**config.mk**
```make
export PLATFORM = sky130hd
export DESIGN_NAME = ir_pulse_distance_decoder
export DESIGN_NICKNAME = d
export VERILOG_FILES = /design/src/irpd_pkg.sv /design/src/ir_pulse_distance_decoder.sv
export SDC_FILE = /design/constraint.sdc
export NUM_CORES = 1
export LEC_CHECK = 0
export ABC_AREA = 1
export BUFFER_PORTS_ARGS = -buffer_cell sky130_fd_sc_hd__buf_2
export CORE_ASPECT_RATIO = 0.9
export CORE_MARGIN = 3
export CORE_UTILIZATION = 30
export DETAILED_ROUTE_END_ITERATION = 16
export GPL_ROUTABILITY_DRIVEN = 1
export SLEW_MARGIN = 20
export SYNTH_ARGS = -nofsm -noshare
export SYNTH_HDL_FRONTEND = slang
export SYNTH_SLANG_ARGS = --single-unit
```
**constraint.sdc**
```tcl
create_clock -name clk_i -period 4.4 [get_ports clk_i]
set_input_delay 0.22 -clock clk_i [delete_from_list [all_inputs] [get_ports clk_i]]
set_output_delay 0.22 -clock clk_i [all_outputs]
set_load 0.01 [all_outputs]
```
**src/irpd_pkg.sv**
```systemverilog
// shared types and constants for the infrared pulse-distance decoder
`default_nettype none

package irpd_pkg;

  localparam int unsigned SampleW = 10;
  localparam int unsigned TimeW   = 16;
  localparam int unsigned CodeW   = 32;
  localparam int unsigned CountW  = 8;
  localparam int unsigned TolW    = 13;
  localparam int unsigned CfgIdxW = 3;
  localparam int unsigned CfgDataW = 16;

  typedef enum logic [2:0] {
    PH_IDLE   = 3'd0,
    PH_LEADER = 3'd1,
    PH_PREP   = 3'd2,
    PH_MARK   = 3'd3,
    PH_SPACE  = 3'd4
  } phase_e;

  typedef enum logic [CfgIdxW-1:0] {
    REG_LEVEL_THRESHOLD   = 3'd0,
    REG_IDLE_LIMIT        = 3'd1,
    REG_LEADER_LENGTH     = 3'd2,
    REG_PREP_LENGTH       = 3'd3,
    REG_MARK_LENGTH       = 3'd4,
    REG_ONE_SPACE_MIN     = 3'd5,
    REG_ZERO_SPACE_LENGTH = 3'd6
  } cfg_reg_e;

  localparam logic [SampleW-1:0] RstLevelThreshold  = 10'd580;
  localparam logic [TimeW-1:0]   RstIdleLimit       = 16'd50000;
  localparam logic [TimeW-1:0]   RstLeaderLength    = 16'd5500;
  localparam logic [TimeW-1:0]   RstPrepLength      = 16'd1380;
  localparam logic [TimeW-1:0]   RstMarkLength      = 16'd415;
  localparam logic [TimeW-1:0]   RstOneSpaceMin     = 16'd910;
  localparam logic [TimeW-1:0]   RstZeroSpaceLength = 16'd430;

endpackage

`default_nettype wire

```
**src/ir_pulse_distance_decoder.sv**
```systemverilog
// infrared pulse-distance frame decoder, top level
//
// Input channel: one beat per receiver sample (adc_sample_i, timer_now_i),
// valid/ready. Output channel: one beat per input beat carrying the decoder
// status after that sample (code, bit count, started/ended/ready flags).
// Config channel: cfg_index_i selects a register (threshold, idle limit,
// leader, preparation, mark, one-space minimum, zero-space centre);
// cfg_ready_o is always high. Writes are meant for when no beat is in flight.
// An accepted sample is held in an input register and its result beat is
// shown from the state registers. One beat per cycle while the receiver
// takes results; the sample-to-result path is a single pass of subtract,
// window compares and the phase update between input and state registers.
// The state registers double as the result register, so while the receiver
// stalls they hold; the input register still takes one more beat, after
// which in_ready_o drops until the result is taken.
// Reset (rst_ni low, asynchronous) returns the phase to idle, clears the
// code, count, flags and timing, and loads the register defaults.
`default_nettype none

module ir_pulse_distance_decoder #(
  parameter int unsigned LEADER_TOL = 500,
  parameter int unsigned PREP_TOL   = 100,
  parameter int unsigned MARK_TOL   = 30,
  parameter int unsigned SPACE_TOL  = 40
) (
  input  wire logic                            clk_i,
  input  wire logic                            rst_ni,
  input  wire logic                            cfg_valid_i,
  output logic                                 cfg_ready_o,
  input  wire logic [irpd_pkg::CfgIdxW-1:0]    cfg_index_i,
  input  wire logic [irpd_pkg::CfgDataW-1:0]   cfg_data_i,
  input  wire logic                            in_valid_i,
  output logic                                 in_ready_o,
  input  wire logic [irpd_pkg::SampleW-1:0]    adc_sample_i,
  input  wire logic [irpd_pkg::TimeW-1:0]      timer_now_i,
  output logic                                 out_valid_o,
  input  wire logic                            out_ready_i,
  output logic [irpd_pkg::CodeW-1:0]           code_value_o,
  output logic [irpd_pkg::CountW-1:0]          bit_count_o,
  output logic                                 frame_started_o,
  output logic                                 frame_ended_o,
  output logic                                 frame_ready_o
);
  import irpd_pkg::*;

  localparam logic [TolW-1:0] LeaderTol = TolW'(LEADER_TOL);
  localparam logic [TolW-1:0] PrepTol   = TolW'(PREP_TOL);
  localparam logic [TolW-1:0] MarkTol   = TolW'(MARK_TOL);
  localparam logic [TolW-1:0] SpaceTol  = TolW'(SPACE_TOL);

  // strict window (centre - tol, centre + tol) without wrap
  function automatic logic in_window(logic [TimeW-1:0] t, logic [TimeW-1:0] centre,
                                     logic [TolW-1:0] tol);
    logic [TimeW:0] t_up;
    logic [TimeW:0] c_up;
    t_up = {1'b0, t} + {{(TimeW+1-TolW){1'b0}}, tol};
    c_up = {1'b0, centre} + {{(TimeW+1-TolW){1'b0}}, tol};
    return (t_up > {1'b0, centre}) && ({1'b0, t} < c_up);
  endfunction

  // configuration registers
  logic [SampleW-1:0] level_threshold_q;
  logic [TimeW-1:0]   idle_limit_q, leader_length_q, prep_length_q;
  logic [TimeW-1:0]   mark_length_q, one_space_min_q, zero_space_length_q;

  assign cfg_ready_o = 1'b1;

  always_ff @(posedge clk_i or negedge rst_ni) begin
    if (!rst_ni) begin
      level_threshold_q   <= RstLevelThreshold;
      idle_limit_q        <= RstIdleLimit;
      leader_length_q     <= RstLeaderLength;
      prep_length_q       <= RstPrepLength;
      mark_length_q       <= RstMarkLength;
      one_space_min_q     <= RstOneSpaceMin;
      zero_space_length_q <= RstZeroSpaceLength;
    end else if (cfg_valid_i) begin
      unique case (cfg_reg_e'(cfg_index_i))
        REG_LEVEL_THRESHOLD:   level_threshold_q   <= cfg_data_i[SampleW-1:0];
        REG_IDLE_LIMIT:        idle_limit_q        <= cfg_data_i;
        REG_LEADER_LENGTH:     leader_length_q     <= cfg_data_i;
        REG_PREP_LENGTH:       prep_length_q       <= cfg_data_i;
        REG_MARK_LENGTH:       mark_length_q       <= cfg_data_i;
        REG_ONE_SPACE_MIN:     one_space_min_q     <= cfg_data_i;
        REG_ZERO_SPACE_LENGTH: zero_space_length_q <= cfg_data_i;
        default: ;
      endcase
    end
  end

  // input register
  logic               in_vld_q;
  logic [SampleW-1:0] sample_q;
  logic [TimeW-1:0]   now_q;
  logic               advance;

  assign advance    = in_vld_q && (!out_valid_o || out_ready_i);
  assign in_ready_o = !in_vld_q || advance;

  always_ff @(posedge clk_i or negedge rst_ni) begin
    if (!rst_ni) begin
      in_vld_q <= 1'b0;
    end else if (in_ready_o) begin
      in_vld_q <= in_valid_i;
    end
  end

  always_ff @(posedge clk_i) begin
    if (in_valid_i && in_ready_o) begin
      sample_q <= adc_sample_i;
      now_q    <= timer_now_i;
    end
  end

  // decoder state, also the result register
  phase_e             phase_q, phase_d;
  logic               line_low_q;
  logic [TimeW-1:0]   last_edge_q;
  logic [CodeW-1:0]   code_q, code_d;
  logic [CountW-1:0]  count_q, count_d;
  logic               started_q, started_d;
  logic               ended_q, ended_d;
  logic               ready_q, ready_d;
  logic               out_vld_q;

  logic [TimeW-1:0]   elapsed;
  logic               timeout;
  logic               now_low;
  logic               edge_seen;
  phase_e             phase_cur;
  phase_e             phase_eff;

  always_comb begin
    elapsed   = now_q - last_edge_q;
    timeout   = elapsed > idle_limit_q;
    now_low   = !(sample_q > level_threshold_q);
    edge_seen = now_low != line_low_q;
    unique case (phase_q)
      PH_LEADER, PH_PREP, PH_MARK, PH_SPACE: phase_cur = phase_q;
      default:                               phase_cur = PH_IDLE;
    endcase
    phase_eff = timeout ? PH_IDLE : phase_cur;
  end

  // next phase
  always_comb begin
    phase_d = phase_eff;
    if (edge_seen) begin
      unique case (phase_eff)
        PH_LEADER: begin
          if (!now_low && in_window(elapsed, leader_length_q, LeaderTol)) phase_d = PH_PREP;
        end
        PH_PREP: begin
          if (now_low && in_window(elapsed, prep_length_q, PrepTol)) phase_d = PH_MARK;
        end
        PH_MARK: begin
          if (!now_low && in_window(elapsed, mark_length_q, MarkTol)) phase_d = PH_SPACE;
        end
        PH_SPACE: begin
          if (now_low) begin
            if (elapsed > one_space_min_q ||
                in_window(elapsed, zero_space_length_q, SpaceTol)) begin
              phase_d = PH_MARK;
            end else begin
              phase_d = PH_IDLE;
            end
          end
        end
        default: begin
          if (now_low) phase_d = PH_LEADER;
        end
      endcase
    end
  end

  // code, count and flags
  always_comb begin
    code_d    = code_q;
    count_d   = count_q;
    started_d = started_q;
    ended_d   = ended_q;
    ready_d   = ready_q;
    if (timeout && phase_cur == PH_MARK) begin
      ended_d = 1'b1;
      ready_d = 1'b1;
    end
    if (edge_seen) begin
      unique case (phase_eff)
        PH_SPACE: begin
          if (now_low) begin
            if (elapsed > one_space_min_q) begin
              code_d  = {code_q[CodeW-2:0], 1'b1};
              count_d = count_q + CountW'(1);
            end else if (in_window(elapsed, zero_space_length_q, SpaceTol)) begin
              code_d  = {code_q[CodeW-2:0], 1'b0};
              count_d = count_q + CountW'(1);
            end
          end
        end
        PH_LEADER, PH_PREP, PH_MARK: ;
        default: begin
          // falling edge from idle opens a new frame
          if (now_low) begin
            code_d    = '0;
            count_d   = '0;
            started_d = 1'b1;
            ended_d   = 1'b0;
            ready_d   = 1'b0;
          end
        end
      endcase
    end
  end

  always_ff @(posedge clk_i or negedge rst_ni) begin
    if (!rst_ni) begin
      phase_q     <= PH_IDLE;
      line_low_q  <= 1'b0;
      last_edge_q <= '0;
      code_q      <= '0;
      count_q     <= '0;
      started_q   <= 1'b0;
      ended_q     <= 1'b0;
      ready_q     <= 1'b0;
    end else if (advance) begin
      phase_q    <= phase_d;
      line_low_q <= now_low;
      if (edge_seen) last_edge_q <= now_q;
      code_q     <= code_d;
      count_q    <= count_d;
      started_q  <= started_d;
      ended_q    <= ended_d;
      ready_q    <= ready_d;
    end
  end

  always_ff @(posedge clk_i or negedge rst_ni) begin
    if (!rst_ni) begin
      out_vld_q <= 1'b0;
    end else if (advance) begin
      out_vld_q <= 1'b1;
    end else if (out_ready_i) begin
      out_vld_q <= 1'b0;
    end
  end

  assign out_valid_o     = out_vld_q;
  assign code_value_o    = code_q;
  assign bit_count_o     = count_q;
  assign frame_started_o = started_q;
  assign frame_ended_o   = ended_q;
  assign frame_ready_o   = ready_q;

  // ended and ready are always set and cleared together
  a_ended_ready: assert property (@(posedge clk_i) disable iff (!rst_ni)
    frame_ended_o == frame_ready_o)
    else $error("frame_ended and frame_ready disagree");

  a_ready_from_mark: assert property (@(posedge clk_i) disable iff (!rst_ni)
    $rose(frame_ready_o) |-> $past(phase_q) == PH_MARK)
    else $error("frame_ready rose outside a mark timeout");

  a_count_step: assert property (@(posedge clk_i) disable iff (!rst_ni)
    !$stable(bit_count_o) |->
      (bit_count_o == $past(bit_count_o) + CountW'(1)) || (bit_count_o == '0))
    else $error("bit count moved by other than one step or clear");

  a_stall_backpressure: assert property (@(posedge clk_i) disable iff (!rst_ni)
    !in_ready_o |-> (out_valid_o && !out_ready_i && in_vld_q))
    else $error("input stalled without an output stall");

endmodule

`default_nettype wire

```
Word-level counts from Yosys, hierarchy flattened
Cells that the tools add are included.
{ "word_totals": {"ff_bits": 197, "in_bits": 50, "out_inout_bits": 46, "word_cells": 121} }
{ "op_classes": {"n_addsub": 10, "magnitude_cmp": 11, "eq_ne": 17, "muxes": 30, "n_bitwise": 3, "n_reduce_logical": 31} }
{ "ops": {"columns": ["operator", "count"], "rows": [
  ["32-bit 2-to-1 mux", 4],
  ["17-bit by 16-bit greater-than comparator with 1-bit output", 4],
  ["16-bit by 17-bit < comparator with 1-bit output", 4],
  ["32-bit one-hot mux with 2 select lines", 1],
  ["16-bit by 5-bit adder with 17-bit output (second input constant)", 2],
  ["16-bit by 6-bit adder with 17-bit output (second input constant)", 2],
  ["16-bit by 7-bit adder with 17-bit output (second input constant)", 2],
  ["16-bit by 9-bit adder with 17-bit output (second input constant)", 2],
  ["16-bit greater-than comparator", 2],
  ["8-bit 2-to-1 mux", 4],
  ["3-bit 2-to-1 mux", 8],
  ["3-bit by 2-bit equality test with 1-bit output (second input constant)", 7],
  ["8-bit one-hot mux with 2 select lines", 1],
  ["2-bit AND reduction", 8],
  ["16-bit subtractor", 1],
  ["3-bit equality test (second input constant)", 5],
  ["3-bit one-hot mux with 4 select lines", 1],
  ["10-bit greater-than comparator", 1],
  ["1-bit logical AND", 10],
  ["1-bit 2-to-1 mux", 10],
  ["3-bit by 1-bit equality test with 1-bit output (second input constant)", 3],
  ["8-bit by 1-bit adder with 8-bit output (second input constant)", 1],
  ["4-bit OR reduction", 2],
  ["5-bit AND reduction", 1],
  ["10 further kinds", 16]
]} }

Longest topological paths before layout
Gate-level depths: netlist of run 1.
{ "depth": {"depth_word": 9, "ltp_mapped": 36, "ltp_nobuf": 36} }

Worst setup path before layout of run 1
No wires, ideal clock.
{ "synth_path": {"path_type": "register to register", "startpoint": "reg now_q[0]", "endpoint": "reg count_q[5], in the netlist bit_count_o[5]", "setup_time_ps": 95, "arrival_ps": 3991, "required_ps": 4305, "setup_slack_ps": 313, "stages_incl_launch_ff": 31, "n_path_buf": 2, "period_less_slack_ps": 4087, "cell_sequence": "edfxtp_1 inv_1 ha_1 inv_1 fa_1 nand3_1 nand2_1 or2_2 nand2_1 inv_1 ha_1 inv_1 nand2_1 nand2_1 nor2_1 nand2_1 nor2_1 xor2_1 ha_1 nand2_1 nor4_1 nand2_1 nand2_1 nand2_1 nand2_2 nand3_2 nand2_4 buf_6 buf_6 nand2_2 o31ai_1"} }
{ "synth_via": {"elab_chain_cells": 7, "word_cells_on_any_way": 19, "classes_between": "2 x add/sub; 4 x order compare; 5 x eq/ne; 4 x mux; 1 x bitwise; 3 x reduce/logical"} }
{ "synth_rtl": {"columns": ["element", "line_no", "text"], "rows": [
  ["start, declared", "ir_pulse_distance_decoder.sv:94", "logic [TimeW-1:0] now_q;"],
  ["start signal, assigned", "ir_pulse_distance_decoder.sv:111", "now_q <= timer_now_i;"],
  ["16-bit subtractor *", "ir_pulse_distance_decoder.sv:134", "elapsed = now_q - last_edge_q;"],
  ["parallel branches: the longest is 6 deep, another holds 16-bit by 6-bit adder with 17-bit output", null, null],
  ["end signal, assigned", "ir_pulse_distance_decoder.sv:230", "count_q <= count_d;"],
  ["end, declared", "ir_pulse_distance_decoder.sv:120", "logic [CountW-1:0] count_q, count_d;"]
]} }
Mark *: on every way between the ends. The select of a mux whose other input is x is not followed.
A chain may end at the register's enable or synchronous reset.

Worst setup path in the final report of run 1
{ "layout_path": {"startpoint": "reg now_q[0]", "endpoint": "reg phase_q[0]"} }
{ "layout_via": {"elab_chain_cells": 9, "word_cells_on_any_way": 36, "classes_between": "5 x add/sub; 10 x order compare; 4 x eq/ne; 9 x mux; 8 x reduce/logical"} }
{ "layout_rtl": {"columns": ["element", "line_no", "text"], "rows": [
  ["16-bit subtractor *", "ir_pulse_distance_decoder.sv:134", null],
  ["16-bit by 6-bit adder with 17-bit output", "ir_pulse_distance_decoder.sv:56", "t_up = {1'b0, t} + {{(TimeW+1-TolW){1'b0}}, tol};"],
  ["17-bit by 16-bit greater-than comparator with 1-bit output", "ir_pulse_distance_decoder.sv:58", "return (t_up > {1'b0, centre}) && ({1'b0, t} < c_up);"],
  ["1-bit logical AND", "ir_pulse_distance_decoder.sv:58", null],
  ["1-bit logical OR", "ir_pulse_distance_decoder.sv:161", "if (elapsed > one_space_min_q ||"],
  ["2-bit 2-to-1 mux", "ir_pulse_distance_decoder.sv:161", null],
  ["3-bit 2-to-1 mux", "ir_pulse_distance_decoder.sv:160", "if (now_low) begin"],
  ["3-bit one-hot mux with 4 select lines", "ir_pulse_distance_decoder.sv:149", "unique case (phase_eff)"],
  ["3-bit 2-to-1 mux *", "ir_pulse_distance_decoder.sv:148", "if (edge_seen) begin"],
  ["end signal, assigned", "ir_pulse_distance_decoder.sv:226", "phase_q <= phase_d;"],
  ["end, declared", "ir_pulse_distance_decoder.sv:116", "phase_e phase_q, phase_d;"]
]} }
Every way passes the cells marked *; elsewhere a longest branch is shown, timed or not.

==> results of run 1 <==
-- cells in the mapped netlist, drive strengths merged --
master,number,share of area [%]
inv,260,6.8
nor3,25,0.94
nand4,31,1.4
o21a,2,0.10
dfrtp,130,23
o21ai,167,5.9
a31oi,1,0.043
a31o,1,0.061
o211ai,3,0.16
mux2,1,0.078
o31ai,11,0.57
a21o,1,0.052
and3,1,0.043
fa,1,0.14
o221ai,1,0.061
ha,189,16
a21oi,92,3.2
buf,11,0.46
a211oi,6,0.31
xor2,93,5.8
or2,2,0.087
nor4,9,0.39
edfxtp,26,5.4
a21boi,1,0.052
dfstp,41,7.5
clkbuf,25,0.65
nand3,71,2.7
conb,1,0.026
nor2,129,3.5
clkinv,3,0.11
o21bai,2,0.10
o21ba,1,0.069
o211a,1,0.069
xnor2,5,0.30
nand2,494,14
nand3b,6,0.40
o2111ai,1,0.061
-- report_power, final --
part | switching (mW) | internal [mW]
clock network | 0.804 | 0.824
registers | 0.238 | 2.20
logic | 6.24 | 3.73
total | 7.28 | 6.76
-- layout make-up --
type                    instances  area, µm²
clock buffers                  20      479.2
clock inverters                12      126.4
fillers                      4909      29870
inverters                     263      992.2
multi-input cells            1349       8421
flip-flops and latches        197       5111
well taps                     616      770.7
repair buffers                186       1339
-- sequential cells by signal (all words and copies together) (netlist names), 3 cells and up --
| signal | count |
|---|---|
| bit_count_o | 8 |
| code_value_o | 32 |
| idle_limit_q | 16 |
| last_edge_q | 16 |
| leader_length_q | 16 |
| level_threshold_q | 10 |
| mark_length_q | 16 |
| now_q | 16 |
| one_space_min_q | 16 |
| phase_q | 3 |
| prep_length_q | 16 |
| sample_q | 10 |
| zero_space_length_q | 16 |
-- routing by layer --
layer / track usage [%] / vias to the layer above / share of wire, %
met3: 2.315 / 60 / 3.7
li1: - / 6355 / -
met1: 21.58 / 5990 / 45
met5: 0 / - / 0
met4: 6.083 / 0 / 2.7
met2: 28.95 / 251 / 49
-- cell families (layout without fill, tap and decap cells) --
group	Yosys count	count (layout)	synth area share (%)
AO/OA/AOI/OAI	291	291	10.85
XOR/XNOR	98	98	6.075
adder cells (fa/ha/maj)	190	190	16.52
buffers and inverters	299	481	7.981
flip-flops	197	197	35.40
multiplexers	1	1	0.07798
other	1	1	0.02597
AND/OR/NAND/NOR	768	768	23.08
-- what timing repair did --
item / CTS / global route
pin swaps: 0 / 20
setup buffers: 0 / 11
endpoints found under the hold margin: 80 / 0
hold buffers: 28 / 0
resized for setup: 1 / 63
endpoints found under the setup margin: 39 / 43
cloned: 0 / 2
-- stage by stage --
step	hold WS [ns]	setup TNS (ns)	instance area, µm²	worst slack [ns]
final	0.03817	0	17240	0.2249
after global routing	0.03730	-0.1326	17240	-0.05816
after CTS	0.006002	0	16860	0.05561
after detailed placement	0.3314	-1.083	15970	-0.05585
after global placement	0.3213	0	15970	0.07983
after floorplan	-0.07559	0	14440	0.3132
-- path summary, 6_finish.rpt --
check                                start                    to  slack (ns)  cells past startpoint
max in group asynchronous           rst_ni  level_threshold_q[9]        3.02                      3
max                               now_q[0]            phase_q[0]        0.22                     34
min                            out_ready_i           out_valid_o        0.04                      4
min in group asynchronous           rst_ni      code_value_o[31]        0.34                      2
max reg2reg                       now_q[0]            phase_q[0]        0.22                     34
min reg2reg                frame_started_o       frame_started_o        0.47                      1
-- critical path: cells and delay by family (launching register included) --
family / cells / cell delay, ns
adder cells (fa/ha/maj): 4 / 1.01
XOR/XNOR: 2 / 0.32
flip-flops: 1 / 0.36
AND/OR/NAND/NOR: 22 / 1.72
buffers and inverters: 6 / 0.65
==> metrics.md, run 1 <==
| Metric | Value |
|---|---|
| Status | `completed` |
| Grt total ovfl | `0` |
| Core ar. | `around 47,000 µm²` |
| First DRT Iteration DRCs | `about 750` |
| Min-Delay Path Class | `in2reg` |
| VDD IR-drop max | `about 0.47 mV` |
| CTS max path bufs | `2` |
| Port Buffer Count | `94` |
| Leading cell type in the layout, fill and taps excluded | `nand2_1` |
| Cell Area, Synth | `between 10,000 and 15,000 µm²` |
| Die Ht | `214.1 µm` |
| DRC Markers | `0` |
| Vias in the first global route | `approximately 12,000` |
| Yosys warns | `0` |
| Antenna-violating nets left | `0` |
| Initial Utilization | `a little under a third` |
| Row count | `75` |
| Clock-pin transition on the worst setup and hold timing paths | `0.07 ns` |
| Layout Nets | `roughly 2,300` |
| Mapped Cells | `1,845` |
| Slowest cell on crit path | `fa_2` |
| Register area share after synthesis | `between 30% and 40%` |
| Slew Limit Headroom | `between 30% and 40%` |
| Routed WL | `approximately 43,000 µm` |
| TritonCTS clock tree | `built` |
| Placed instance count | `2,570` |
| Syn Nets | `~2,100` |
| Vias | `approximately 13,000` |
| Netlist cell types | `54` |
| Non-filler cells, final | `2,643` |
| Clock root buffer | `clkbuf_16` |
| Drt pass-1 iters | `5` |
| PnR Total Power | `approximately 14 mW` |
| Initial antenna violation count | `4` |
| GP Congestion | `slightly below 1` |
| Crit path DAT | `roughly 4.5 ns` |
| Slew @ Worst Pin | `between 1 and 1.5 ns` |
| Critical Path Source Type | `flip-flop` |
| Clock skew | `around 0.013 ns` |
| TritonCTS Buffers | `17` |
| Max stage delay on crit path | `0.39 ns` |
| Max_cap viols | `0` |
| Crit path required time | `between 4 and 5 ns` |
| Worst-Skew Late Latency | `0.47 ns` |
| Routed wire length per instance | `16.15 µm` |
| P&R area growth vs syn | `19.39%` |
| Detailed-route vias per instance | `4.788` |
| GRT Total Usage | `between 10% and 20%` |
| Top cell by count, worst path | `nand2_1` |
| #FFs+latches synth | `roughly 200` |
| DIE AREA | `between 50,000 and 60,000 µm²` |
| I/O pins | `96` |
| First-pass GRT wire length | `67,520 µm` |
| Power Dens Cells | `approximately 810 nW/µm²` |
| Pin count of the biggest net entering global routing | `94` |
| Syn Area/Cell | `between 7 and 8 µm²` |
| H-tree levels | `4` |
| Final Cycle Share | `a little over nine tenths` |
| Hpwl dp | `around 33,000 µm` |
| Clk sinks | `197` |
| Static Leakage | `around 8.5 nW` |
| Most frequent cells in the layout | `nand2_1 (451), inv_1 (250), ha_1 (185)` |
| F_max | `around 0.24 GHz` |
| Element type at the critical path end | `flip-flop` |
| DIE WIDTH | `237.3 µm` |
| Final core utilization | `between 30% and 40%` |
| Largest fanout on the critical path | `3` |
| Final setup fails | `0` |
| Hold Fails Final Rpt | `0` |
| Fraction of layout cells with a size suffix above 1 | `17.07%` |
| N_diodes | `0` |
| Final min period | `~4.2 ns` |
| Critical path class | `reg2reg` |
| Slew Viols, Final | `0` |
(Power assumes the default switching activity.)
==> run 2: changes to the inputs <==
--- a/config.mk
+++ b/config.mk
@@ -9,9 +9,10 @@
 export BUFFER_PORTS_ARGS = -buffer_cell sky130_fd_sc_hd__buf_2
 export CORE_ASPECT_RATIO = 0.9
 export CORE_MARGIN = 3
-export CORE_UTILIZATION = 30
+export CORE_UTILIZATION = 62
 export DETAILED_ROUTE_END_ITERATION = 16
 export GPL_ROUTABILITY_DRIVEN = 1
+export PLACE_DENSITY = 0.81
 export SLEW_MARGIN = 20
 export SYNTH_ARGS = -nofsm -noshare
 export SYNTH_HDL_FRONTEND = slang
==> constraint.sdc (replaced) <==
create_clock -name clk_i -period 4.55 [get_ports clk_i]
set_input_delay 0.2275 -clock clk_i [delete_from_list [all_inputs] [get_ports clk_i]]
set_output_delay 0.2275 -clock clk_i [all_outputs]
set_load 0.01 [all_outputs]
==> run 2 against run 1 <==
Sequential share of layout area rose by 1.0 points. Fmax fell by 3.9%. Clock skew rose by 0.0033 ns. Register-to-register slack got worse by 0.02 ns. Combinational power fell by 7.4%. Utilization rose by 37 points. Count of clock-buffer cells in the layout fell by 2. Largest power group unchanged.
==> metrics.md, run 2 (same netlist as run 1, synthesis figures left out) <==
| Metric | Value |
|---|---|
| First DRT Iteration DRCs | `approximately 1,200` |
| GRT Total Usage | `30.93%` |
| Max reg flops | `32` |
| Core ar. | `22,710 µm²` |
| I/O pins | `96` |
| Clock-pin transition on the worst setup and hold timing paths | `0.08 ns` |
| Max_cap viols | `0` |
| Row count | `52` |
| Min-Delay Path Class | `in2reg` |
| Final TNS setup | `0 ns` |
| Worst Setup Slack, final | `0.2051 ns` |
| Routed wire length per instance | `~17 µm` |
| Most frequent cells in the layout | `nand2_1 (456), inv_1 (252), ha_1 (188)` |
| Critical path class | `reg2reg` |
| Layout Nets | `about 2,200` |
| Largest fanout on the critical path | `11` |
| First-pass GRT wire length | `slightly above 60,000 µm` |
| F_max | `roughly 0.23 GHz` |
| Slew Limit Headroom | `approximately a third` |
| Initial Utilization | `between 60% and 70%` |
| Element type at the critical path end | `flip-flop` |
| Initial antenna violation count | `0` |
| Vias | `13,030` |
| Crit path required time | `~4.9 ns` |
| # fillers | `around 1,700` |
| TritonCTS Buffers | `17` |
| DIE AREA | `~25,000 µm²` |
| Crit path DAT | `about 4.7 ns` |
| Final min period | `around 4.3 ns` |
| Final setup fails | `0` |
| Static Leakage | `8.444 nW` |
| Crit-path cells | `ha_1 > nand2_2 > inv_1 > a21oi_1 > nand2_2 > xor2_1 > buf_4 > inv_1 > ha_1 > nand2_1 > nor2_1 > a21oi_1 > nor2_2 > nor2_2 > nand2_2 > nand2_4 > nand2_1 > nand3_1 > inv_1 > nand2_8 > clkbuf_16 > o31ai_1` |
| Worst-Skew Late Latency | `0.46 ns` |
| Power Dens Cells | `slightly below 800 nW/µm²` |
| Die Ht | `roughly 150 µm` |
| Critical Path Source Type | `flip-flop` |
| Clk sinks | `between 150 and 200` |
| Placed instance count | `2,232` |
| Hpwl dp | `slightly below 30,000 µm` |
| Slowest cell on crit path | `edfxtp_1` |
| Fraction of layout cells with a size suffix above 1 | `between 10% and 20%` |
| CP top delay family | `simple AND/OR/NAND/NOR gates` |
| GP Congestion | `between 0.9 and 1` |
| CP Buf/Inv Count | `5` |
| TritonCTS clock tree | `built` |
| CTS max path bufs | `2` |
| Vias in the first global route | `12,370` |
| P&R area growth vs syn | `15.40%` |
| Non-filler cells, final | `approximately 2,300` |
| DIE WIDTH | `approximately 170 µm` |
| Drt pass-1 iters | `7` |
| Routed WL | `between 30,000 and 40,000 µm` |
| Clock root buffer | `clkbuf_16` |
| Leading cell type in the layout, fill and taps excluded | `nand2_1` |
| DP Worst Slack | `0.1089 ns` |
| Clock skew | `approximately 0.017 ns` |
| Slew @ Worst Pin | `between 1 and 1.5 ns` |
| Max stage delay on crit path | `about 0.43 ns` |
| Slew Viols, Final | `0` |
| Final Cycle Share | `a little over nine tenths` |
| H-tree levels | `4` |
| Antenna-violating nets left | `0` |
| Pin count of the biggest net entering global routing | `87` |
| DRC Markers | `0` |
| Final core utilization | `approximately 73%` |
| Status | `completed` |
| Hold Fails Final Rpt | `0` |
| Port Buffer Count | `94` |
| Detailed-route vias per instance | `approximately 5.6` |
| VDD IR-drop max | `around 0.44 mV` |
| Grt total ovfl | `0` |
run 2: worst min-delay path, cell delays in order:
cell and delay, ns:
buf_2 0.07, inv_1 0.04, nand2_1 0.07, nand2_1 0.05
run 2: repair_timing:
item	in CTS	in global routing
endpoints found under the setup margin	1	43
gates resized for setup	0	47
hold buffers	28	0
buffers inserted	1	9
pin swaps	1	10
gates cloned	0	4
hold endpoints to repair	85	0
run 2: area by class of cell:
class	instances	area, µm²	area share [%]
multi-input combinational	1350	8361	50.18
antenna	1	2.502	0.01502
timing repair buffer	167	1214	7.284
inverter	263	994.7	5.970
tap	297	371.6	2.230
clock buffer	18	439.2	2.636
sequential	197	5111	30.68
clock inverter	14	168.9	1.014
run 2: layer usage:
layer  wire length [µm]  global-route usage (%)
met2              18570                   51.20
met4               1744                   13.28
met5                  0                       0
met1              16920                   40.72
met3               2538                   5.010
run 2: where the power goes:
group	total, mW	switching [mW]	leakage, nW	internal (mW)
logic	9.23	5.82	5.81	3.41
registers	2.36	0.231	2.34	2.13
clock network	1.58	0.819	0.294	0.764
total	13.2	6.87	8.44	6.30
run 2: path summary, 6_finish.rpt:
path	from	to	slack, ns	cells past startpoint
setup reg to reg	now_q[5]	bit_count_o[7]	0.21	22
hold / removal	out_ready_i	out_valid_o	0.04	4
setup / recovery	now_q[5]	bit_count_o[7]	0.21	22
min in group asynchronous	rst_ni	code_value_o[27]	0.39	2
max in group asynchronous	rst_ni	zero_space_length_q[8]	3.18	3
hold reg to reg	frame_started_o	frame_started_o	0.48	1
run 2: stage by stage:
step	instance area, µm²	hold WS [ns]	power (mW)
after floorplan	14440	-0.06809	8.346
after detailed placement	15420	0.3454	10.86
after global placement	15420	0.3372	10.56
final	16660	0.04399	13.17
after global routing	16660	0.06008	14.36
after CTS	16310	0.03256	12.54
